[src/hw/rtl/utf8nv_pkg.sv]
// Package for the UTF-8 name validator: beat structs, reason codes,
// sequence classes and byte constants. No dependencies.
package utf8nv_pkg;

    // Result reason codes, in priority order of the final verdict
    typedef enum logic [2:0] {
        REASON_OK         = 3'd0,
        REASON_TOO_LONG   = 3'd1,
        REASON_EDGE_SPACE = 3'd2,
        REASON_BAD_ENC    = 3'd3,
        REASON_FORBIDDEN  = 3'd4,
        REASON_EDGE_WS    = 3'd5
    } reason_t;

    // Multi-byte form expected after a lead byte
    typedef enum logic [1:0] {
        SEQ_NONE  = 2'd0,
        SEQ_TWO   = 2'd1,
        SEQ_THREE = 2'd2,
        SEQ_FOUR  = 2'd3
    } seq_class_t;

    localparam logic [10:0] BYTE_CAP   = 11'd1024;
    localparam logic [9:0]  MAX_RESET  = 10'd255;
    localparam logic [7:0]  SPACE_BYTE = 8'h20;

    localparam logic [20:0] MIN_TWO    = 21'h000080;
    localparam logic [20:0] MIN_THREE  = 21'h000800;
    localparam logic [20:0] MIN_FOUR   = 21'h010000;
    localparam logic [20:0] SCALAR_MAX = 21'h10ffff;
    localparam logic [20:0] SURR_LO    = 21'h00d800;
    localparam logic [20:0] SURR_HI    = 21'h00dfff;

    // One input beat
    typedef struct packed {
        logic [7:0] text_byte;
        logic       is_last;
    } in_beat_t;

    // One result beat
    typedef struct packed {
        logic        name_ok;
        reason_t     fail_reason;
        logic [10:0] byte_total;
    } out_beat_t;

    // Character class flags from the scalar classifier
    typedef struct packed {
        logic is_space;
        logic is_forbidden;
    } char_flags_t;

endpackage

[src/hw/rtl/utf8nv_char_class.sv]
// Scalar classifier: Unicode whitespace and forbidden-character ranges.
// Depends on utf8nv_pkg.
module utf8nv_char_class (
    input  logic [20:0]               scalar,
    output utf8nv_pkg::char_flags_t   flags
);
    import utf8nv_pkg::*;

    // Whitespace scalars
    always_comb begin
        flags.is_space =
            (scalar >= 21'h09   && scalar <= 21'h0d)   ||
            (scalar >= 21'h1c   && scalar <= 21'h20)   ||
            scalar == 21'h85    || scalar == 21'ha0    ||
            scalar == 21'h1680  ||
            (scalar >= 21'h2000 && scalar <= 21'h200a) ||
            scalar == 21'h2028  || scalar == 21'h2029  ||
            scalar == 21'h202f  || scalar == 21'h205f  ||
            scalar == 21'h3000;
    end

    // Controls, separators, combining marks, format characters, BOM
    always_comb begin
        flags.is_forbidden =
            scalar <= 21'h1f    || scalar == 21'h7f    ||
            scalar == 21'h2028  || scalar == 21'h2029  ||
            (scalar >= 21'h0300 && scalar <= 21'h036f) ||
            (scalar >= 21'h1ab0 && scalar <= 21'h1aff) ||
            (scalar >= 21'h1dc0 && scalar <= 21'h1dff) ||
            (scalar >= 21'h20d0 && scalar <= 21'h20ff) ||
            (scalar >= 21'hfe20 && scalar <= 21'hfe2f) ||
            (scalar >= 21'h200b && scalar <= 21'h200f) ||
            (scalar >= 21'h202a && scalar <= 21'h202e) ||
            (scalar >= 21'h2060 && scalar <= 21'h206f) ||
            scalar == 21'hfeff;
    end

endmodule

[src/hw/rtl/utf8nv_decoder.sv]
// Per-name decode state and the single-byte update step with verdict.
// Depends on utf8nv_pkg and utf8nv_char_class.
module utf8nv_decoder (
    input  logic                  aclk,
    input  logic                  aresetn,
    input  logic                  step_en,
    input  utf8nv_pkg::in_beat_t  in_beat,
    input  logic [9:0]            max_name_bytes,
    output utf8nv_pkg::out_beat_t verdict
);
    import utf8nv_pkg::*;

    logic [10:0] bytes_seen_reg,  bytes_seen_next;
    logic [1:0]  cont_left_reg,   cont_left_next;
    logic [20:0] partial_reg,     partial_next;
    seq_class_t  seq_class_reg,   seq_class_next;
    logic        first_done_reg,  first_done_next;
    logic        first_ws_reg,    first_ws_next;
    logic        last_ws_reg,     last_ws_next;
    logic        first_sp_reg,    first_sp_next;
    reason_t     sticky_reg,      sticky_next;

    logic [7:0]  b;
    logic [20:0] partial_shift;
    logic [20:0] scalar_sel;
    logic [20:0] minimum;
    logic        take;
    char_flags_t flags;
    reason_t     reason;

    assign b             = in_beat.text_byte;
    assign partial_shift = {partial_reg[14:0], b[5:0]};
    assign scalar_sel    = (cont_left_reg == 2'd0) ? {13'd0, b} : partial_shift;

    utf8nv_char_class u_class (
        .scalar (scalar_sel),
        .flags  (flags)
    );

    // Smallest scalar allowed for the current form
    always_comb begin
        case (seq_class_reg)
            SEQ_TWO:   minimum = MIN_TWO;
            SEQ_THREE: minimum = MIN_THREE;
            default:   minimum = MIN_FOUR;
        endcase
    end

    // Byte step: count, decode, classify
    always_comb begin
        bytes_seen_next = bytes_seen_reg;
        cont_left_next  = cont_left_reg;
        partial_next    = partial_reg;
        seq_class_next  = seq_class_reg;
        first_done_next = first_done_reg;
        first_ws_next   = first_ws_reg;
        last_ws_next    = last_ws_reg;
        first_sp_next   = first_sp_reg;
        sticky_next     = sticky_reg;
        take            = 1'b0;

        if (bytes_seen_reg == 11'd0) begin
            first_sp_next = (b == SPACE_BYTE);
        end
        if (bytes_seen_reg < BYTE_CAP) begin
            bytes_seen_next = bytes_seen_reg + 11'd1;
        end

        if (sticky_reg == REASON_OK) begin
            if (cont_left_reg == 2'd0) begin
                if (!b[7]) begin
                    take = 1'b1;
                end else if (b[7:5] == 3'b110) begin
                    partial_next   = {16'd0, b[4:0]};
                    cont_left_next = 2'd1;
                    seq_class_next = SEQ_TWO;
                end else if (b[7:4] == 4'b1110) begin
                    partial_next   = {17'd0, b[3:0]};
                    cont_left_next = 2'd2;
                    seq_class_next = SEQ_THREE;
                end else if (b[7:3] == 5'b11110) begin
                    partial_next   = {18'd0, b[2:0]};
                    cont_left_next = 2'd3;
                    seq_class_next = SEQ_FOUR;
                end else begin
                    sticky_next = REASON_BAD_ENC;
                end
            end else if (b[7:6] != 2'b10) begin
                sticky_next = REASON_BAD_ENC;
            end else begin
                partial_next   = partial_shift;
                cont_left_next = cont_left_reg - 2'd1;
                if (cont_left_reg == 2'd1) begin
                    // sequence complete: overlong, range, surrogate
                    if (partial_shift < minimum || partial_shift > SCALAR_MAX ||
                        (partial_shift >= SURR_LO && partial_shift <= SURR_HI)) begin
                        sticky_next = REASON_BAD_ENC;
                    end else begin
                        take = 1'b1;
                    end
                end
            end
        end

        // Whole scalar decoded
        if (take) begin
            if (flags.is_forbidden) begin
                sticky_next = REASON_FORBIDDEN;
            end else begin
                if (!first_done_reg) begin
                    first_done_next = 1'b1;
                    first_ws_next   = flags.is_space;
                end
                last_ws_next = flags.is_space;
            end
        end
    end

    // Verdict for a final byte
    always_comb begin
        if (bytes_seen_next > {1'b0, max_name_bytes}) begin
            reason = REASON_TOO_LONG;
        end else if (first_sp_next || b == SPACE_BYTE) begin
            reason = REASON_EDGE_SPACE;
        end else if (sticky_next != REASON_OK) begin
            reason = sticky_next;
        end else if (cont_left_next != 2'd0) begin
            reason = REASON_BAD_ENC;
        end else if (first_ws_next || last_ws_next) begin
            reason = REASON_EDGE_WS;
        end else begin
            reason = REASON_OK;
        end
        verdict.name_ok     = (reason == REASON_OK);
        verdict.fail_reason = reason;
        verdict.byte_total  = bytes_seen_next;
    end

    // State registers, cleared after each final byte
    always_ff @(posedge aclk) begin
        if (!aresetn || (step_en && in_beat.is_last)) begin
            bytes_seen_reg <= 11'd0;
            cont_left_reg  <= 2'd0;
            partial_reg    <= 21'd0;
            seq_class_reg  <= SEQ_NONE;
            first_done_reg <= 1'b0;
            first_ws_reg   <= 1'b0;
            last_ws_reg    <= 1'b0;
            first_sp_reg   <= 1'b0;
            sticky_reg     <= REASON_OK;
        end else if (step_en) begin
            bytes_seen_reg <= bytes_seen_next;
            cont_left_reg  <= cont_left_next;
            partial_reg    <= partial_next;
            seq_class_reg  <= seq_class_next;
            first_done_reg <= first_done_next;
            first_ws_reg   <= first_ws_next;
            last_ws_reg    <= last_ws_next;
            first_sp_reg   <= first_sp_next;
            sticky_reg     <= sticky_next;
        end
    end

endmodule

[src/hw/rtl/utf8_name_validator.sv]
// Top level of the UTF-8 name validator: input register, decoder, result
// register and the length-limit register. Depends on utf8nv_pkg, utf8nv_decoder.
//
// Usage:
//   s_valid/s_ready/s_data carry one name byte per beat; is_last marks the
//   final byte. m_valid/m_ready/m_data carry one verdict per name (name_ok,
//   fail_reason, byte_total), issued for the final byte only.
//   cfg_valid/cfg_ready/cfg_data write max_name_bytes (reset 255); cfg_ready
//   is always high. Write it only while no name is in flight.
// Timing:
//   A byte waits in the input register, is decoded in a single pass against
//   the per-name state, and the verdict is registered onto m_valid. One byte
//   per cycle sustained, unless a final byte waits on a busy result register.
// Reset:
//   aresetn low clears the pipeline and the per-name state, and sets the limit
//   back to 255.
// Stall:
//   Non-final bytes keep flowing while a verdict waits on m_ready. A final byte
//   waits in the input register until the result register frees, and s_ready
//   drops behind it.
module utf8_name_validator (
    input  logic                  aclk,
    input  logic                  aresetn,
    input  logic                  s_valid,
    output logic                  s_ready,
    input  utf8nv_pkg::in_beat_t  s_data,
    output logic                  m_valid,
    input  logic                  m_ready,
    output utf8nv_pkg::out_beat_t m_data,
    input  logic                  cfg_valid,
    output logic                  cfg_ready,
    input  logic [9:0]            cfg_data
);
    import utf8nv_pkg::*;

    logic      in_valid_reg;
    in_beat_t  in_data_reg;
    logic      out_valid_reg;
    out_beat_t out_data_reg;
    logic [9:0] max_bytes_reg;
    logic      advance;
    out_beat_t verdict;

    // A final byte needs a free result register; others always advance
    assign advance   = in_valid_reg &&
                       (!in_data_reg.is_last || !out_valid_reg || m_ready);
    assign s_ready   = !in_valid_reg || advance;
    assign cfg_ready = 1'b1;
    assign m_valid   = out_valid_reg;
    assign m_data    = out_data_reg;

    // Length limit register
    always_ff @(posedge aclk) begin
        if (!aresetn) begin
            max_bytes_reg <= MAX_RESET;
        end else if (cfg_valid && cfg_ready) begin
            max_bytes_reg <= cfg_data;
        end
    end

    // Input register
    always_ff @(posedge aclk) begin
        if (!aresetn) begin
            in_valid_reg <= 1'b0;
        end else if (s_ready) begin
            in_valid_reg <= s_valid;
        end
    end

    always_ff @(posedge aclk) begin
        if (s_valid && s_ready) begin
            in_data_reg <= s_data;
        end
    end

    utf8nv_decoder u_decoder (
        .aclk           (aclk),
        .aresetn        (aresetn),
        .step_en        (advance),
        .in_beat        (in_data_reg),
        .max_name_bytes (max_bytes_reg),
        .verdict        (verdict)
    );

    // Result register
    always_ff @(posedge aclk) begin
        if (!aresetn) begin
            out_valid_reg <= 1'b0;
        end else if (advance && in_data_reg.is_last) begin
            out_valid_reg <= 1'b1;
        end else if (m_ready) begin
            out_valid_reg <= 1'b0;
        end
    end

    always_ff @(posedge aclk) begin
        if (advance && in_data_reg.is_last) begin
            out_data_reg <= verdict;
        end
    end

    // Checks
    a_ok_matches_reason: assert property (@(posedge aclk) disable iff (!aresetn)
        m_valid |-> (m_data.name_ok == (m_data.fail_reason == REASON_OK)))
        else $error("name_ok disagrees with fail_reason");

    a_total_range: assert property (@(posedge aclk) disable iff (!aresetn)
        m_valid |-> (m_data.byte_total != 11'd0 && m_data.byte_total <= BYTE_CAP))
        else $error("byte_total out of range");

    a_final_held: assert property (@(posedge aclk) disable iff (!aresetn)
        (in_valid_reg && in_data_reg.is_last && m_valid && !m_ready) |-> !s_ready)
        else $error("final byte advanced into a busy result register");

    a_empty_ready: assert property (@(posedge aclk) disable iff (!aresetn)
        !in_valid_reg |-> s_ready)
        else $error("input register empty but not ready");

    a_verdict_follows: assert property (@(posedge aclk) disable iff (!aresetn)
        (advance && in_data_reg.is_last) |=> m_valid)
        else $error("final byte produced no verdict");

endmodule
[config.mk]
export PLATFORM = sky130hd
export DESIGN_NAME = utf8_name_validator
export DESIGN_NICKNAME = d
export VERILOG_FILES = /design/src/hw/rtl/utf8nv_pkg.sv /design/src/hw/rtl/utf8nv_char_class.sv /design/src/hw/rtl/utf8nv_decoder.sv /design/src/hw/rtl/utf8_name_validator.sv
export SDC_FILE = /design/constraint.sdc
export NUM_CORES = 1
export LEC_CHECK = 0
export BUFFER_PORTS_ARGS = -buffer_cell sky130_fd_sc_hd__buf_2
export CORE_MARGIN = 5
export CORE_UTILIZATION = 60
export DETAILED_ROUTE_END_ITERATION = 12
export GPL_ROUTABILITY_DRIVEN = 0
export PLACE_DENSITY = 0.85
export SETUP_SLACK_MARGIN = 0.02
export SKIP_CTS_REPAIR_TIMING = 1
export SYNTH_ARGS = -nofsm -noshare
export SYNTH_HDL_FRONTEND = slang
export SYNTH_SLANG_ARGS = --single-unit
[constraint.sdc]
create_clock -name aclk -period 5.91 [get_ports aclk]
set_input_delay 0 -clock aclk [delete_from_list [all_inputs] [get_ports aclk]]
set_output_delay 0 -clock aclk [all_outputs]
set_load 0.005 [all_outputs]
Yosys cells after proc, flatten, opt, wreduce, memory -nomap -nowiden. Index checks and enable logic that the tools add are counted.

Word-level logic and storage cells: 179. Register bits after elaboration: 73. Input bits: 24. Output and inout bits: 18.

Add/subtract/negate cells: 2. Bitwise operators: 1. Muxes and demuxes: 49. $lt $le $gt $ge: 29. Eq/ne operators: 21. Reduce and logical (&&, ||, !) cells: 60.

Operators by type and width (number): equality test 21 x 14 -> 1 bit (second input constant) (5); greater-or-equal comparator 21 x 14 -> 1 bit (second input constant) (5); <= comparator 21 x 14 -> 1 bit (second input constant) (5); two-way mux 15 bit (6); two-way mux 3 bit (16); equality test 21 x 8 -> 1 bit (second input constant) (2); greater-or-equal comparator 21 x 13 -> 1 bit (second input constant) (2); greater-or-equal comparator 21 x 16 -> 1 bit (second input constant) (2); <= comparator 21 x 13 -> 1 bit (second input constant) (2); <= comparator 21 x 16 -> 1 bit (second input constant) (2); case mux 17 bit (2 select lines) (1); logical OR 1 bit (30); equality test 21 x 13 -> 1 bit (second input constant) (1); equality test 21 x 16 -> 1 bit (second input constant) (1); equality test 21 x 7 -> 1 bit (second input constant) (1); greater-or-equal comparator 21 x 10 -> 1 bit (second input constant) (1); greater-or-equal comparator 21 x 4 -> 1 bit (second input constant) (1); greater-or-equal comparator 21 x 5 -> 1 bit (second input constant) (1); greater-than comparator 21 bit (second input constant) (1); <= comparator 21 x 10 -> 1 bit (second input constant) (1); <= comparator 21 x 4 -> 1 bit (second input constant) (1); <= comparator 21 x 5 -> 1 bit (second input constant) (1); <= comparator 21 x 6 -> 1 bit (second input constant) (1); less-than comparator 21 x 17 -> 1 bit (1); 27 further kinds (72).

Longest topological paths before layout.
Depth in word-level cells: 24. Depth in mapped cells: 13.

Cells and area by module. From an unflattened synthesis, not the netlist that was laid out.

Cell total of the unflattened synthesis: 495. Area total of the unflattened synthesis: 4398.0 µm².

By module, submodules not included: utf8nv_decoder (cells each 330, area an instance 2631.3 µm², instances 1); utf8_name_validator (cells each 70, area an instance 1192.4 µm², instances 1); utf8nv_char_class (cells each 95, area an instance 574.3 µm², instances 1).

Least setup slack after synthesis. OpenSTA, ideal clock, no wires.

Kind: register to register. Start: reg u_decoder.cont_left_reg[0]. End: reg out_data_reg (netlist bit m_data[14]), data pin. Slack: 2.843 ns. Buffers on the path: 1. Setup time: 0.256 ns. Arrival: 2.811 ns. Cell stages (with the launch flop): 12. Path through: dfxtp_1 > inv_1 > ha_1 > buf_2 > or3_4 > a211o_1 > a211o_1 > o311ai_1 > o2111a_2 > nand3_4 > a311o_1 > and4_1.

RTL lines: start: declaration (RTL line utf8nv_decoder.sv:14) `logic [1:0] cont_left_reg, cont_left_next;`; start signal: assignment (RTL line utf8nv_decoder.sv:153) `cont_left_reg <= cont_left_next;`; end signal: assignment (RTL line utf8_name_validator.sv:98) `out_data_reg <= verdict;`; end: declaration (RTL line utf8_name_validator.sv:39) `out_beat_t out_data_reg;`.

==> metrics.yaml <==
status:
  status: "finished clean"
pwr:
  p_comb_share_pct: 15.9
  p_int_uw: 833
  netSwitchingFraction_pct: 28.7
  seq_power_share_pct: 47.7
  power_mw: 1.17
  leakagePower_nw: 2.10
  clockPowerShare_pct: 36.4
  powerDensity_mw_per_mm2: 217
  vdd_drop_max_mv: 0.166
  p_sw_uw: 335
detailed_routing:
  drc: 0
  drtPass1Iterations: 6
  vias: 4796
  drt_iter0_markers: 735
  ant_nets: 0
  routed_via_density: 6.62
  wl_per_cell_um: 18.8
  drt-total-wl_um: 13600
cells_and_area:
  drive_gt1_share_pct: 11.3
  diodes: 0
  utilization_pct: 70.1
  layout.nets: 660
  final_common_cell: "nand2_1"
  finalInstanceArea_mm2: 0.00539
  layout_common_cells: "nand2_1 (66), nor2_1 (54), dfxtp_1 (49)"
  synthToLayoutAreaGrowth_pct: 14.4
synthesis:
  synth-async-reset-ratio_pct: 0
  synth_warnings: 0
  synth_top_area_share_pct: 20.8
  synth_cells: 575
  synth_seq_area_share_pct: 36.1
  synth_area_leaders: "dfxtp_1 (21%), edfxtp_1 (15%), nand2_1 (5.3%), ha_1 (5.0%), nor2_1 (4.3%)"
  synth_fp_nets: 618
  synth-main-ff-cell: "dfxtp_1"
  synth_area_per_cell_um2: 8.19
  yosys.area.top_type: "dfxtp_1"
  yosysUniqueCellTypes: 74
  ys_ff_latch: 73
  synth_area_mm2: 0.00471
  synth_edf_count: 24
sta:
  period_share_pct: 62.6
  fin_skew_ns: 0.0168
  tns_ns: 0
  tightest_slew_ns: 1.13
  finalSetupViolCount: 0
  timing.hold.ws_ns: 0.0170
  hold_viol_final: 0
  fmax_mhz: 270
  maxSlewViolCount: 0
  max_slew_margin_pct: 24.6
  rsz0062_at_grt: "false"
  post-route-min-period_ns: 3.70
global_route:
  grt_first_pass_wirelength_um: 20900
  grt_pass1_vias: 4340
  grt_max_degree: 34
  grt.total_usage_pct: 26.0
  antenna_found_initial: 0
  overflow: 0
placement:
  placedInstanceArea_mm2: 0.00490
  dp_hpwl_um: 9010
  port_buffers: 40
worst_setup_path:
  cp_max_fo: 32
  r2r-start: "u_decoder.cont_left_reg[0]"
  required_ns: 6.02
  crit_start: "u_decoder.cont_left_reg[0]"
  max_stage_delay_ns: 0.49
  worstPathArrival_ns: 3.81
  crit_buf_inv: 2
  cp_top_family: "compound AO/OA/AOI/OAI gates"
  worst-r2r-cell-count: 11
  r2r-end: "m_data[14]"
  crit_path_start_kind: "register"
  endpoint_kind: "register"
  path_cells: "inv_1 > ha_1 > buf_4 > mux2i_1 > nand2_1 > nor4_1 > o2111ai_1 > a32oi_1 > nor2_1 > a311o_1 > and4_1"
  crit_slowest_cell: "mux2i_1"
  crit_type: "reg -> reg"
  r2r_slack_ns: 2.21
clocking:
  cts_sinks: 73
  h-tree-depth: 3
  clk_pin_slew_ns: 0.08
  clk_path_buf_depth: 2
  root_buffer: "clkbuf_8"
  cts_made_buffers: 9
  clock_latency_ns: 0.36
  cts_tree: "yes"
hold_path:
  hold_start: "m_ready"
  hold_end: "m_valid"
  hold_class: "in -> reg"
  min_path_cells: 3
die:
  die_area_mm2: 0.00972
  initial_core_util_pct: 61.3
  io_pins: 42
  coreArea_mm2: 0.00769
  std_cell_rows: 32
  die_y_um: 98.6
  die_w_um: 98.6
flow_run:
  maxCapViolCount: 0
power groups by stage:
stage	Sequential (mW)	Combinational (mW)	Clock, mW
2_1_floorplan	0.555	0.129	0
3_3_place_gp	0.566	0.154	0
3_5_place_dp	0.567	0.160	0
4_1_cts	0.556	0.163	0.424
5_1_grt	0.559	0.201	0.452
6_report	0.557	0.186	0.425
synthesized netlist by cell type, drive strengths merged (3+ instances only):
cell     number
xor2          9
xnor2         9
a2111oi       3
a32oi         4
a31oi         6
nand4b        3
clkbuf       32
nor4         14
o2111ai       5
o211ai       11
edfxtp       24
nor3         24
a211oi       13
dfxtp        49
o21a          4
o32ai         3
nand2        66
a21oi        35
and2          7
nand3        21
and3          5
a21boi        3
buf           7
nor4b         4
mux2          3
o21ai        16
inv          24
nor3b         3
nand3b        7
or3           6
nor2b         9
a211o         4
nand4        14
nand2b        7
nor2         54
mux2i         7
a21o          6
or4           4
ha           19
per-stage QoR:
stage | setup slack, ns | instances
2_1_floorplan | 2.84 | 575
3_3_place_gp | 2.49 | 680
3_5_place_dp | 2.30 | 680
4_1_cts | 2.28 | 696
5_1_grt | 1.93 | 724
6_report | 2.21 | 724
metal layers:
layer | vias to the layer above | share of wire, % | global-route usage (%)
met4 | 0 | 5.0 | 8.19
met2 | 311 | 48 | 44.3
met3 | 69 | 8.9 | 6.44
met5 | - | 0 | 0
li1 | 2200 | - | -
met1 | 2216 | 38 | 32.5
area by class of cell:
| class | count | area [um^2] |
|---|---|---|
| clock buffer | 11 | 151 |
| sequential | 73 | 1700 |
| tap | 102 | 128 |
| timing repair buffer | 70 | 495 |
| multi-input combinational | 439 | 2760 |
| inverter | 24 | 90.1 |
| fill | 584 | 2300 |
| clock inverter | 5 | 60.1 |
tightest hold or removal path, cell delays in order:
cell and delay (ns):
buf_2 0.08, nor2b_1 0.07, o21a_1 0.18
worst max-delay path by stage:
stage | endpoint | slack [ns] | cells after the start
2_1_floorplan | m_data[14] | 2.84 | 11
3_3_place_gp | m_data[14] | 2.49 | 11
3_5_place_dp | m_data[14] | 2.30 | 11
4_1_cts | m_data[14] | 2.28 | 11
5_1_grt | m_data[14] | 1.93 | 11
6_report | m_data[14] | 2.21 | 11
kinds of logic (layout without fill, tap and decap cells):
| kind of cell | Yosys count | after routing | synth area share, % |
|---|---|---|---|
| buf+inv | 63 | 110 | 5.21 |
| simple gates | 258 | 258 | 28.4 |
| xor+xnor | 18 | 18 | 3.35 |
| fa+ha+maj | 20 | 20 | 5.26 |
| mux | 10 | 10 | 2.20 |
| other cells | 1 | 1 | 0.0796 |
| compound gates | 132 | 132 | 19.4 |
| flops | 73 | 73 | 36.1 |
No activity file was read; power rests on OpenSTA's default activity.
